--- config.mk ---
export PLATFORM = sky130hd
export DESIGN_NAME = strict_priority_three_fifo_scheduler
export DESIGN_NICKNAME = d
export VERILOG_FILES = /design/src/rtl/core/spfs_pkg.sv /design/src/rtl/core/strict_priority_three_fifo_scheduler.sv
export SDC_FILE = /design/constraint.sdc
export NUM_CORES = 2
export LEC_CHECK = 0
export BUFFER_PORTS_ARGS = -buffer_cell sky130_fd_sc_hd__buf_4
export CORE_MARGIN = 2
export CORE_UTILIZATION = 37
export DETAILED_ROUTE_END_ITERATION = 8
export PLACE_DENSITY = 0.48
export SYNTH_ARGS = -nofsm -noshare
export SYNTH_HDL_FRONTEND = slang
export SYNTH_SLANG_ARGS = --single-unit
--- constraint.sdc ---
create_clock -name clk -period 13 [get_ports clk]
set_input_delay 1.3 -clock clk [delete_from_list [all_inputs] [get_ports clk]]
set_output_delay 1.3 -clock clk [all_outputs]
set_load 0.01 [all_outputs]
--- src/rtl/core/spfs_pkg.sv ---
// ----------------------------------------------------------------------------
// spfs_pkg
// Levels, action codes and sideband bit positions of the priority scheduler.
// ----------------------------------------------------------------------------
package spfs_pkg;

  // number of priority levels
  localparam int LEVELS = 3;

  // level codes
  localparam logic [1:0] LVL_HIGH   = 2'd0;
  localparam logic [1:0] LVL_NORMAL = 2'd1;
  localparam logic [1:0] LVL_LOW    = 2'd2;

  // action codes
  localparam logic ACT_SUBMIT = 1'b0;
  localparam logic ACT_PICK   = 1'b1;

  // input sideband: action, priority_req
  localparam int IN_USER_W   = 3;
  localparam int IU_ACTION   = 0;
  localparam int IU_LEVEL_LO = 1;
  localparam int IU_LEVEL_HI = 2;

  // output sideband: accepted, dropped_full, granted, out_priority, work_pending
  localparam int OUT_USER_W  = 6;
  localparam int OU_ACCEPTED = 0;
  localparam int OU_DROPPED  = 1;
  localparam int OU_GRANTED  = 2;
  localparam int OU_LEVEL_LO = 3;
  localparam int OU_LEVEL_HI = 4;
  localparam int OU_PENDING  = 5;

endpackage

--- src/rtl/core/strict_priority_three_fifo_scheduler.sv ---
// A result beat is registered and appears in the cycle after its input beat is taken.
// One submit or pick is taken per cycle; the tag memory is read or written
// once per beat and the pointer update plus level encode are combinational.
// The input is stalled only while a result waits and m_tready is low.
// Reset (rst, synchronous): all queues empty, no result pending; the tag
// memory is not cleared and needs no clearing pass.
// ----------------------------------------------------------------------------
// strict_priority_three_fifo_scheduler
// Three FIFO queues of job tags, one per level; a pick takes the head of the
// highest non-empty level, a submit to a full queue is dropped and flagged.
// ----------------------------------------------------------------------------
module strict_priority_three_fifo_scheduler #(
  parameter int QUEUE_DEPTH = 16,
  parameter int TAG_WIDTH   = 64
) (
  input  logic                                    clk,
  input  logic                                    rst,
  input  logic                                    s_tvalid,
  output logic                                    s_tready,
  // job_tag
  input  logic [((TAG_WIDTH + 7) / 8) * 8 - 1:0]  s_tdata,
  // action, priority_req[1:0]
  input  logic [spfs_pkg::IN_USER_W-1:0]          s_tuser,
  output logic                                    m_tvalid,
  input  logic                                    m_tready,
  // out_tag
  output logic [((TAG_WIDTH + 7) / 8) * 8 - 1:0]  m_tdata,
  // accepted, dropped_full, granted, out_priority[1:0], work_pending
  output logic [spfs_pkg::OUT_USER_W-1:0]         m_tuser
);

  localparam int DATA_W    = ((TAG_WIDTH + 7) / 8) * 8;
  localparam int IDX_W     = $clog2(QUEUE_DEPTH);
  localparam int CNT_W     = $clog2(QUEUE_DEPTH + 1);
  localparam int MEM_DEPTH = spfs_pkg::LEVELS * QUEUE_DEPTH;
  localparam int ADDR_W    = $clog2(MEM_DEPTH);

  // queue pointers and fill counts
  logic [IDX_W-1:0] head      [spfs_pkg::LEVELS];
  logic [IDX_W-1:0] head_next [spfs_pkg::LEVELS];
  logic [IDX_W-1:0] tail      [spfs_pkg::LEVELS];
  logic [IDX_W-1:0] tail_next [spfs_pkg::LEVELS];
  logic [CNT_W-1:0] fill      [spfs_pkg::LEVELS];
  logic [CNT_W-1:0] fill_next [spfs_pkg::LEVELS];

  // tag memory, one region per level
  logic [TAG_WIDTH-1:0] mem [MEM_DEPTH];
  logic [TAG_WIDTH-1:0] rd_data;

  // result register
  logic                 res_accepted;
  logic                 res_dropped;
  logic                 res_granted;
  logic                 res_use_mem;
  logic [TAG_WIDTH-1:0] res_tag;
  logic [1:0]           res_level;
  logic                 res_pending;

  logic                 accept;
  logic                 is_pick;
  logic [1:0]           raw_level;
  logic [1:0]           sub_level;
  logic                 sub_full;
  logic                 pick_hit;
  logic [1:0]           pick_level;
  logic                 wr_en;
  logic                 rd_en;
  logic [ADDR_W-1:0]    wr_addr;
  logic [ADDR_W-1:0]    rd_addr;
  logic                 pending_next;
  logic [TAG_WIDTH-1:0] in_tag;
  logic [TAG_WIDTH-1:0] out_tag;

  // advance a slot index with wrap at the queue depth
  function automatic logic [IDX_W-1:0] wrap_inc(input logic [IDX_W-1:0] i);
    logic [IDX_W-1:0] r;
    if (i == IDX_W'(QUEUE_DEPTH - 1)) r = '0;
    else                              r = i + 1'b1;
    return r;
  endfunction

  // input beat handshake; a beat is taken whenever the result slot frees up
  assign s_tready = !m_tvalid || m_tready;
  assign accept   = s_tvalid && s_tready;

  // decode the beat
  assign is_pick   = (s_tuser[spfs_pkg::IU_ACTION] == spfs_pkg::ACT_PICK);
  assign raw_level = s_tuser[spfs_pkg::IU_LEVEL_HI:spfs_pkg::IU_LEVEL_LO];
  assign sub_level = (raw_level > spfs_pkg::LVL_LOW) ? spfs_pkg::LVL_LOW : raw_level;
  assign sub_full  = (fill[sub_level] == CNT_W'(QUEUE_DEPTH));
  assign in_tag    = s_tdata[TAG_WIDTH-1:0];

  // strict priority encode over the non-empty levels
  always_comb begin
    pick_hit   = 1'b1;
    pick_level = spfs_pkg::LVL_HIGH;
    priority if (fill[spfs_pkg::LVL_HIGH] != '0) begin
      pick_level = spfs_pkg::LVL_HIGH;
    end else if (fill[spfs_pkg::LVL_NORMAL] != '0) begin
      pick_level = spfs_pkg::LVL_NORMAL;
    end else if (fill[spfs_pkg::LVL_LOW] != '0) begin
      pick_level = spfs_pkg::LVL_LOW;
    end else begin
      pick_hit   = 1'b0;
    end
  end

  // memory port controls
  assign wr_en   = accept && !is_pick && !sub_full;
  assign rd_en   = accept && is_pick && pick_hit;
  assign wr_addr = ADDR_W'(sub_level) * ADDR_W'(QUEUE_DEPTH) + ADDR_W'(tail[sub_level]);
  assign rd_addr = ADDR_W'(pick_level) * ADDR_W'(QUEUE_DEPTH) + ADDR_W'(head[pick_level]);

  // pointer and count update
  always_comb begin
    for (int i = 0; i < spfs_pkg::LEVELS; i++) begin
      head_next[i] = head[i];
      tail_next[i] = tail[i];
      fill_next[i] = fill[i];
    end
    if (wr_en) begin
      tail_next[sub_level] = wrap_inc(tail[sub_level]);
      fill_next[sub_level] = fill[sub_level] + 1'b1;
    end
    if (rd_en) begin
      head_next[pick_level] = wrap_inc(head[pick_level]);
      fill_next[pick_level] = fill[pick_level] - 1'b1;
    end
  end

  assign pending_next = (fill_next[spfs_pkg::LVL_HIGH] != '0) ||
                        (fill_next[spfs_pkg::LVL_NORMAL] != '0) ||
                        (fill_next[spfs_pkg::LVL_LOW] != '0);

  // queue state registers
  always_ff @(posedge clk) begin
    if (rst) begin
      for (int i = 0; i < spfs_pkg::LEVELS; i++) begin
        head[i] <= '0;
        tail[i] <= '0;
        fill[i] <= '0;
      end
    end else begin
      for (int i = 0; i < spfs_pkg::LEVELS; i++) begin
        head[i] <= head_next[i];
        tail[i] <= tail_next[i];
        fill[i] <= fill_next[i];
      end
    end
  end

  // tag memory: write at tail on submit, registered read at head on pick
  always_ff @(posedge clk) begin
    if (wr_en) begin
      mem[wr_addr] <= in_tag;
    end
    if (rd_en) begin
      rd_data <= mem[rd_addr];
    end
  end

  // result payload, loaded with each taken beat
  always_ff @(posedge clk) begin
    if (accept) begin
      res_accepted <= !is_pick && !sub_full;
      res_dropped  <= !is_pick && sub_full;
      res_granted  <= is_pick && pick_hit;
      res_use_mem  <= is_pick && pick_hit;
      res_tag      <= is_pick ? '0 : in_tag;
      res_level    <= is_pick ? (pick_hit ? pick_level : spfs_pkg::LVL_HIGH) : sub_level;
      res_pending  <= pending_next;
    end
  end

  // result valid flag
  always_ff @(posedge clk) begin
    if (rst) begin
      m_tvalid <= 1'b0;
    end else if (s_tready) begin
      m_tvalid <= s_tvalid;
    end
  end

  // output beat
  assign out_tag = res_use_mem ? rd_data : res_tag;
  assign m_tdata = DATA_W'(out_tag);

  always_comb begin
    m_tuser                                                = '0;
    m_tuser[spfs_pkg::OU_ACCEPTED]                         = res_accepted;
    m_tuser[spfs_pkg::OU_DROPPED]                          = res_dropped;
    m_tuser[spfs_pkg::OU_GRANTED]                          = res_granted;
    m_tuser[spfs_pkg::OU_LEVEL_HI:spfs_pkg::OU_LEVEL_LO]   = res_level;
    m_tuser[spfs_pkg::OU_PENDING]                          = res_pending;
  end

endmodule

==> Word level (Yosys, flattened, before mapping) <==
Memories as Yosys holds them, arrays and structs flattened. A register that Yosys moved wholly into a read port is not among the register bits.
Cells that the tools add are included.
{ "totals": {"inputBits": 71, "ff_bits": 71, "latch_bits": 0, "mem_count": 4, "mem_bits_rw": 3111, "rom_bits": 0} }
{ "memory_table": {"columns": ["memory", "words", "word_bits", "read_ports", "rd_clocked_by_memory_dff", "write_ports", "line", "text"], "rows": [
  ["mem", 48, 64, 1, 1, 1, "strict_priority_three_fifo_scheduler.sv:47", "logic [TAG_WIDTH-1:0] mem [MEM_DEPTH];"],
  ["fill", 3, 5, 5, 0, 3, "strict_priority_three_fifo_scheduler.sv:43", "logic [CNT_W-1:0] fill [spfs_pkg::LEVELS];"],
  ["head", 3, 4, 4, 0, 3, "strict_priority_three_fifo_scheduler.sv:39", "logic [IDX_W-1:0] head [spfs_pkg::LEVELS];"],
  ["tail", 3, 4, 4, 0, 3, "strict_priority_three_fifo_scheduler.sv:41", "logic [IDX_W-1:0] tail [spfs_pkg::LEVELS];"]
]} }
{ "op_classes": {"mul": 0, "muxes": 44, "n_reduce_logical": 22, "n_shift": 0, "n_div": 0, "order_cmp": 5, "addsub": 6, "bitwise": 11, "eq_ne": 3} }
{ "ops": {"columns": ["op", "count"], "rows": [
  ["64-bit 2-to-1 mux", 1],
  ["4-bit 2-to-1 mux", 12],
  ["15-bit bitwise mux", 2],
  ["15-bit 2-to-1 mux", 2],
  ["5-bit nonzero test", 6],
  ["5-bit 2-to-1 mux", 5],
  ["12-bit bitwise mux", 2],
  ["12-bit 2-to-1 mux", 2],
  ["5-bit demux with 2-bit select", 2],
  ["4-bit demux with 2-bit select", 2],
  ["6-bit by 4-bit adder with 6-bit output", 2],
  ["2-bit 2-to-1 mux", 6],
  ["1-bit logical AND", 10],
  ["1-bit OR", 9],
  ["4-bit by 1-bit adder with 4-bit output, second input constant", 2],
  ["4-bit == test, second input constant", 2],
  ["1-bit 2-to-1 mux", 8],
  ["3-bit greater-or-equal comparator, second input constant", 2],
  ["3-bit by 1-bit < comparator with 1-bit output, second input constant", 2],
  ["2-bit NOT with 3-bit output", 2],
  ["5-bit by 1-bit adder with 5-bit output, second input constant", 1],
  ["5-bit == test, second input constant", 1],
  ["5-bit by 1-bit subtractor with 5-bit output, second input constant", 1],
  ["1-bit zero test", 3],
  ["other kinds (2)", 4]
]} }

==> Logic depth before layout (Yosys ltp) <==
{ "logic_depth": {"ltp_word": 14, "mapped_depth": 15, "mapped_depth_nobuf": 10} }

==> Worst setup path before layout <==
No wires, ideal clock.
{ "synth_path": {"kind": "input to register", "startpoint": "input port s_tuser[1] in the netlist's numbering", "endpoint": "memory mem[0][0], enable pin", "path_slack_ns": 5.276, "arrival_ns": 7.159, "stages": 9, "required_ns": 12.435, "path_cell_list": "buf_2 > mux2_2 > mux2i_1 > ha_1 > o211ai_1 > o31ai_1 > nand2b_1 > clkbuf_1 > nor3_1"} }
{ "synth_between": {"elab_chain_len": 8, "word_cells_on_any_way": 10} }
{ "synth_rtl": {"columns": ["element", "line", "text"], "rows": [
  ["start, declared", "strict_priority_three_fifo_scheduler.sv:23", "input logic [spfs_pkg::IN_USER_W-1:0] s_tuser,"],
  ["2-bit greater-than comparator", "strict_priority_three_fifo_scheduler.sv:89", "assign sub_level = (raw_level > spfs_pkg::LVL_LOW) ? spfs_pkg::LVL_LOW : raw_level;"],
  ["2-bit 2-to-1 mux *", "strict_priority_three_fifo_scheduler.sv:89", null],
  ["memory 3 x 5 bit", null, null],
  ["5-bit == test", "strict_priority_three_fifo_scheduler.sv:90", "assign sub_full = (fill[sub_level] == CNT_W'(QUEUE_DEPTH));"],
  ["1-bit zero test", "strict_priority_three_fifo_scheduler.sv:109", "assign wr_en = accept && !is_pick && !sub_full;"],
  ["1-bit logical AND", "strict_priority_three_fifo_scheduler.sv:109", null],
  ["1-bit 2-to-1 mux", "strict_priority_three_fifo_scheduler.sv:154", "if (wr_en) begin"],
  ["1-bit 2-to-1 mux (implied by the code)", "strict_priority_three_fifo_scheduler.sv:155", "mem[wr_addr] <= in_tag;"],
  ["end, declared", "strict_priority_three_fifo_scheduler.sv:47", null]
]} }
Every way passes the cells marked *; elsewhere a longest branch is shown, timed or not.

==> run_summary.xml <==
<?xml version="1.0" encoding="UTF-8"?>
<metrics>
  <group name="run_status">
    <metric name="outcome" unit="">completed</metric>
  </group>
  <group name="sta">
    <metric name="timing_worst_slew_pin_value" unit="ps">1328</metric>
    <metric name="hold_viol_final" unit="">0</metric>
    <metric name="unrepaired_setup_endpoints_after_global_routing" unit="">false</metric>
    <metric name="final_clock_period_utilization_by_the_worst_path" unit="%">51.18</metric>
    <metric name="timing_max_transition_violations_final" unit="">0</metric>
    <metric name="finClkSkew" unit="ps">54.33</metric>
    <metric name="finalWorstPathRequiredPeriod" unit="ps">6653</metric>
    <metric name="finalSetupViolations" unit="">0</metric>
    <metric name="timing.max_slew.rel_slack" unit="%">11.48</metric>
    <metric name="post-route-worst-setup-slack" unit="ps">6347</metric>
    <metric name="achievable-frequency" unit="MHz">150.3</metric>
    <metric name="setup_tns_final" unit="ps">0</metric>
  </group>
  <group name="clocking">
    <metric name="postCtsSetupRepairBufs" unit="">0</metric>
    <metric name="clock_input_transition_at_the_sequential_cells_of_the_worst_setup_and_hold_paths" unit="ps">60</metric>
    <metric name="cts_resized" unit="">0</metric>
    <metric name="cts.root.buffer_cell" unit="">sky130_fd_sc_hd__clkbuf_16</metric>
    <metric name="cts_tree" unit="">built</metric>
    <metric name="cts-root-to-sink-buffers" unit="">4</metric>
    <metric name="cts_hold_buf" unit="">0</metric>
    <metric name="clock-sinks" unit="">3246</metric>
    <metric name="later_pin_clock_latency_in_the_skew_report" unit="ps">980</metric>
    <metric name="htreeDepth" unit="">5</metric>
    <metric name="inserted_clock_buffers" unit="">357</metric>
  </group>
  <group name="yosys">
    <metric name="synthMuxAreaShare" unit="%">1.666</metric>
    <metric name="synth-xor-area-share" unit="%">0.05934</metric>
    <metric name="synth_adder_area_share" unit="%">0.04709</metric>
    <metric name="synth-seq-area-share" unit="%">73.08</metric>
    <metric name="netlist_instances" unit="">9115</metric>
    <metric name="postSynthRegisterBits" unit="">3246</metric>
    <metric name="ys.warnings.count" unit="">0</metric>
    <metric name="combinational_family_with_the_most_area_after_synthesis" unit="">compound AO/OA/AOI/OAI gates</metric>
    <metric name="synth_enable_flop_cells" unit="">3206</metric>
    <metric name="synth.distinct_cells" unit="">75</metric>
    <metric name="synth.area.top_cells" unit="">sky130_fd_sc_hd__edfxtp_1 72%, sky130_fd_sc_hd__nand2_1 3.2%, sky130_fd_sc_hd__a211oi_1 2.5%</metric>
    <metric name="post_synth_instance_area" unit="sq mm">0.1328</metric>
    <metric name="synthSimpleGateAreaFrac" unit="%">7.772</metric>
    <metric name="synth-async-reset-ratio" unit="%">0</metric>
    <metric name="yosys_most_used_dff" unit="">sky130_fd_sc_hd__edfxtp_1</metric>
    <metric name="synth_fp_nets" unit="">9191</metric>
    <metric name="yosysTopAreaCellShare" unit="%">72.47</metric>
    <metric name="complex_gate_fraction_of_the_synthesized_area" unit="%">14.23</metric>
    <metric name="synthDominantAreaCellType" unit="">sky130_fd_sc_hd__edfxtp_1</metric>
    <metric name="syn-mean-instance-area" unit="sq um">14.57</metric>
  </group>
  <group name="die">
    <metric name="rows" unit="">220</metric>
    <metric name="fp.dieH" unit="um">603.2</metric>
    <metric name="top_level_ports" unit="">143</metric>
    <metric name="chipWidth" unit="um">603.2</metric>
    <metric name="initial_util" unit="%">37.09</metric>
    <metric name="core_region_area" unit="sq mm">0.3581</metric>
    <metric name="dieArea" unit="sq mm">0.3638</metric>
  </group>
  <group name="worst_hold_path">
    <metric name="timing.hold.worst.class" unit="">register to register</metric>
  </group>
  <group name="pwr">
    <metric name="sw_frac_of_total" unit="%">46.99</metric>
    <metric name="total_switching_power" unit="mW">19.26</metric>
    <metric name="clock_power_share" unit="%">23.8</metric>
    <metric name="p_total" unit="mW">40.98</metric>
    <metric name="power.leakage" unit="nW">47.50</metric>
    <metric name="p_int" unit="mW">21.72</metric>
    <metric name="power.ir.vdd_worst" unit="uV">529.5</metric>
    <metric name="share_comb_of_total_power" unit="%">46.8</metric>
    <metric name="cellPowerDensity" unit="mW/mm^2">272.9</metric>
    <metric name="seq_power_share" unit="%">29.4</metric>
  </group>
  <group name="cells_and_area">
    <metric name="post_route_cells_drive_above_1_share" unit="%">11.19</metric>
    <metric name="design.final.nets" unit="">9095</metric>
    <metric name="stdcell_area" unit="sq mm">0.1502</metric>
    <metric name="finalCoreUtilization" unit="%">41.94</metric>
    <metric name="flow.area_growth_from_synthesis" unit="%">13.06</metric>
  </group>
  <group name="global_routing">
    <metric name="antenna_violations_before_repair" unit="">31</metric>
    <metric name="grt_pass1_vias" unit="">84772</metric>
    <metric name="grt_pass1_wl" unit="um">706900</metric>
    <metric name="grt-ovfl-total" unit="">0</metric>
    <metric name="grt_util_all_layers" unit="%">27.48</metric>
    <metric name="pin_count_of_the_biggest_net_entering_global_routing" unit="">142</metric>
  </group>
  <group name="setup_path">
    <metric name="worst-path-max-fanout" unit="">131</metric>
    <metric name="cp.arrival" unit="ps">7340</metric>
    <metric name="timing.critical_path.to_type" unit="">register</metric>
    <metric name="timing.setup.critical_path_class" unit="">register to register</metric>
    <metric name="timing.critical_path.from_type" unit="">register</metric>
    <metric name="timing.critical_path.required" unit="ps">13690</metric>
  </group>
  <group name="routing">
    <metric name="final_antenna_net_count" unit="">0</metric>
    <metric name="drt-wirelength-per-cell" unit="um">36.53</metric>
    <metric name="number_of_violations_reported_at_the_end_of_detailed_routing_iteration_0" unit="">11807</metric>
    <metric name="detailroute.via_count" unit="">89657</metric>
    <metric name="drt-vias-per-instance" unit="">6.367</metric>
    <metric name="detail_route.first_pass.iterations" unit="">8</metric>
    <metric name="drt-total-wl" unit="um">514300</metric>
    <metric name="detail_route.drc_violations" unit="">0</metric>
  </group>
  <group name="placement">
    <metric name="place.port_buffers" unit="">142</metric>
    <metric name="dpl_worst_slack" unit="ps">6543</metric>
    <metric name="dpl.hpwl" unit="um">250700</metric>
    <metric name="gpl_congestion" unit="">0.8131</metric>
    <metric name="placedInstanceArea" unit="sq mm">0.1392</metric>
  </group>
  <group name="run">
    <metric name="max_cap_violations" unit="">0</metric>
  </group>
</metrics>
power by group through the flow:
stage | sequential [mW] | combinational, mW | clock (mW)
after floorplan | 12.1 | 11.3 | 0
after global placement | 12.3 | 18.7 | 0
after detailed placement | 12.3 | 18.8 | 0
after CTS | 12.1 | 18.8 | 9.88
after global routing | 12.1 | 20.0 | 10.3
final | 12.1 | 19.2 | 9.75
final timing paths:
kind | end | depth (start not counted) | start | slack (ps)
max | rd_data[14]$_DFFE_PP_ | 14 | fill[0][1]$_SDFF_PP0_ | 6350
min | tail[0][1]$_SDFFE_PP0P_ | 2 | tail[0][1]$_SDFFE_PP0P_ | 460
max reg2reg | rd_data[14]$_DFFE_PP_ | 14 | fill[0][1]$_SDFF_PP0_ | 6350
min reg2reg | tail[0][1]$_SDFFE_PP0P_ | 2 | tail[0][1]$_SDFFE_PP0P_ | 460
stage by stage:
stage,hold WS [ps],cells
5_1_grt,495.3,14077
4_1_cts,468.6,14074
3_5_place_dp,460.6,13433
2_1_floorplan,435.7,9115
6_report,460.8,14081
3_3_place_gp,443.7,13432
layout make-up:
cell class	instances	area (sq um)
clock buffer	455	9472
sequential	3246	97070
timing repair buffer	381	3226
fill	32281	207900
clock inverter	186	1509
antenna	7	17.52
inverter	181	696.9
tap	4773	5972
multi-input combinational	4852	32220
kinds of logic (layout without fill, tap and decap cells):
kind of cell | count (synthesis) | after routing
xor+xnor | 9 | 9
other cells | 0 | 7
compound gates | 2420 | 2420
fa+ha+maj | 5 | 5
mux | 212 | 212
buf+inv | 1017 | 1203
simple gates | 2206 | 2206
flops | 3246 | 3246
registers in the layout, indices dropped and copies added, names as in the netlist:
signal / flops
fill: 15
head: 12
m_tvalid: 1
mem: 3072
rd_data: 64
res_accepted: 1
res_dropped: 1
res_level: 2
res_pending: 1
res_tag: 64
res_use_mem: 1
tail: 12
Yosys cell counts (47+ instances only):
master,count
sky130_fd_sc_hd__nand4_1,93
sky130_fd_sc_hd__a2111oi_0,342
sky130_fd_sc_hd__mux2i_1,139
sky130_fd_sc_hd__nor2_1,102
sky130_fd_sc_hd__edfxtp_1,3206
sky130_fd_sc_hd__nand3_1,325
sky130_fd_sc_hd__and4_1,47
sky130_fd_sc_hd__a31oi_1,233
sky130_fd_sc_hd__clkbuf_1,583
sky130_fd_sc_hd__a32oi_1,73
sky130_fd_sc_hd__nor2b_1,72
sky130_fd_sc_hd__inv_1,178
sky130_fd_sc_hd__nand2_1,1124
sky130_fd_sc_hd__nor4_1,127
sky130_fd_sc_hd__buf_2,193
sky130_fd_sc_hd__mux2_2,70
sky130_fd_sc_hd__o211ai_1,302
sky130_fd_sc_hd__nor3_1,213
sky130_fd_sc_hd__o21ai_0,107
sky130_fd_sc_hd__a211oi_1,443
sky130_fd_sc_hd__a21oi_1,75
sky130_fd_sc_hd__a22oi_1,250
sky130_fd_sc_hd__o211a_1,283
sky130_fd_sc_hd__a41oi_1,109
sky130_fd_sc_hd__o2111ai_1,54
layout by cell type (no fill, tap or decap), types with 18 or more instances in the layout:
cell type	count
sky130_fd_sc_hd__edfxtp_1	3206
sky130_fd_sc_hd__nand2_1	1121
sky130_fd_sc_hd__a211oi_1	443
sky130_fd_sc_hd__clkbuf_16	365
sky130_fd_sc_hd__buf_4	351
sky130_fd_sc_hd__a2111oi_0	341
sky130_fd_sc_hd__nand3_1	325
sky130_fd_sc_hd__o211ai_1	302
sky130_fd_sc_hd__o211a_1	283
sky130_fd_sc_hd__a22oi_1	250
sky130_fd_sc_hd__a31oi_1	231
sky130_fd_sc_hd__nor3_1	194
sky130_fd_sc_hd__inv_1	177
sky130_fd_sc_hd__mux2i_1	139
sky130_fd_sc_hd__nor4_1	127
sky130_fd_sc_hd__a41oi_1	109
sky130_fd_sc_hd__o21ai_0	105
sky130_fd_sc_hd__nand4_1	93
sky130_fd_sc_hd__clkbuf_1	90
sky130_fd_sc_hd__a21oi_1	73
sky130_fd_sc_hd__a32oi_1	73
sky130_fd_sc_hd__clkinv_2	73
sky130_fd_sc_hd__nor2b_1	71
sky130_fd_sc_hd__mux2_2	70
sky130_fd_sc_hd__clkinv_1	68
sky130_fd_sc_hd__nor2_1	65
sky130_fd_sc_hd__o2111ai_1	54
sky130_fd_sc_hd__and4_1	47
sky130_fd_sc_hd__a21o_1	46
sky130_fd_sc_hd__nor2_4	43
sky130_fd_sc_hd__nand3b_1	43
sky130_fd_sc_hd__dfxtp_1	40
sky130_fd_sc_hd__buf_12	29
sky130_fd_sc_hd__o21ai_1	20
sky130_fd_sc_hd__nor3_2	19
sky130_fd_sc_hd__a2bb2oi_1	18
critical path, stage by stage, from the launching register on:
cell                       delay, ps
sky130_fd_sc_hd__dfxtp_1         350
sky130_fd_sc_hd__or3_1           480
sky130_fd_sc_hd__nor2_4          250
sky130_fd_sc_hd__buf_4           660
sky130_fd_sc_hd__a21o_1          200
sky130_fd_sc_hd__buf_4           520
sky130_fd_sc_hd__o21ai_4         190
sky130_fd_sc_hd__inv_8           330
sky130_fd_sc_hd__buf_4           810
sky130_fd_sc_hd__buf_12          560
sky130_fd_sc_hd__buf_4           770
sky130_fd_sc_hd__o211ai_1        180
sky130_fd_sc_hd__and4_1          250
sky130_fd_sc_hd__a41oi_1         330
sky130_fd_sc_hd__nand4_1         140
metal layers:
metal | vias up | wire (um) | global-route usage, %
met1 | 47390 | 216900 | 39.03
li1 | 36488 | - | -
met2 | 4934 | 233700 | 42.65
met5 | - | 101 | 0
met3 | 827 | 48490 | 5.661
met4 | 18 | 15110 | 7.690
No activity file was read; power rests on OpenSTA's default activity.
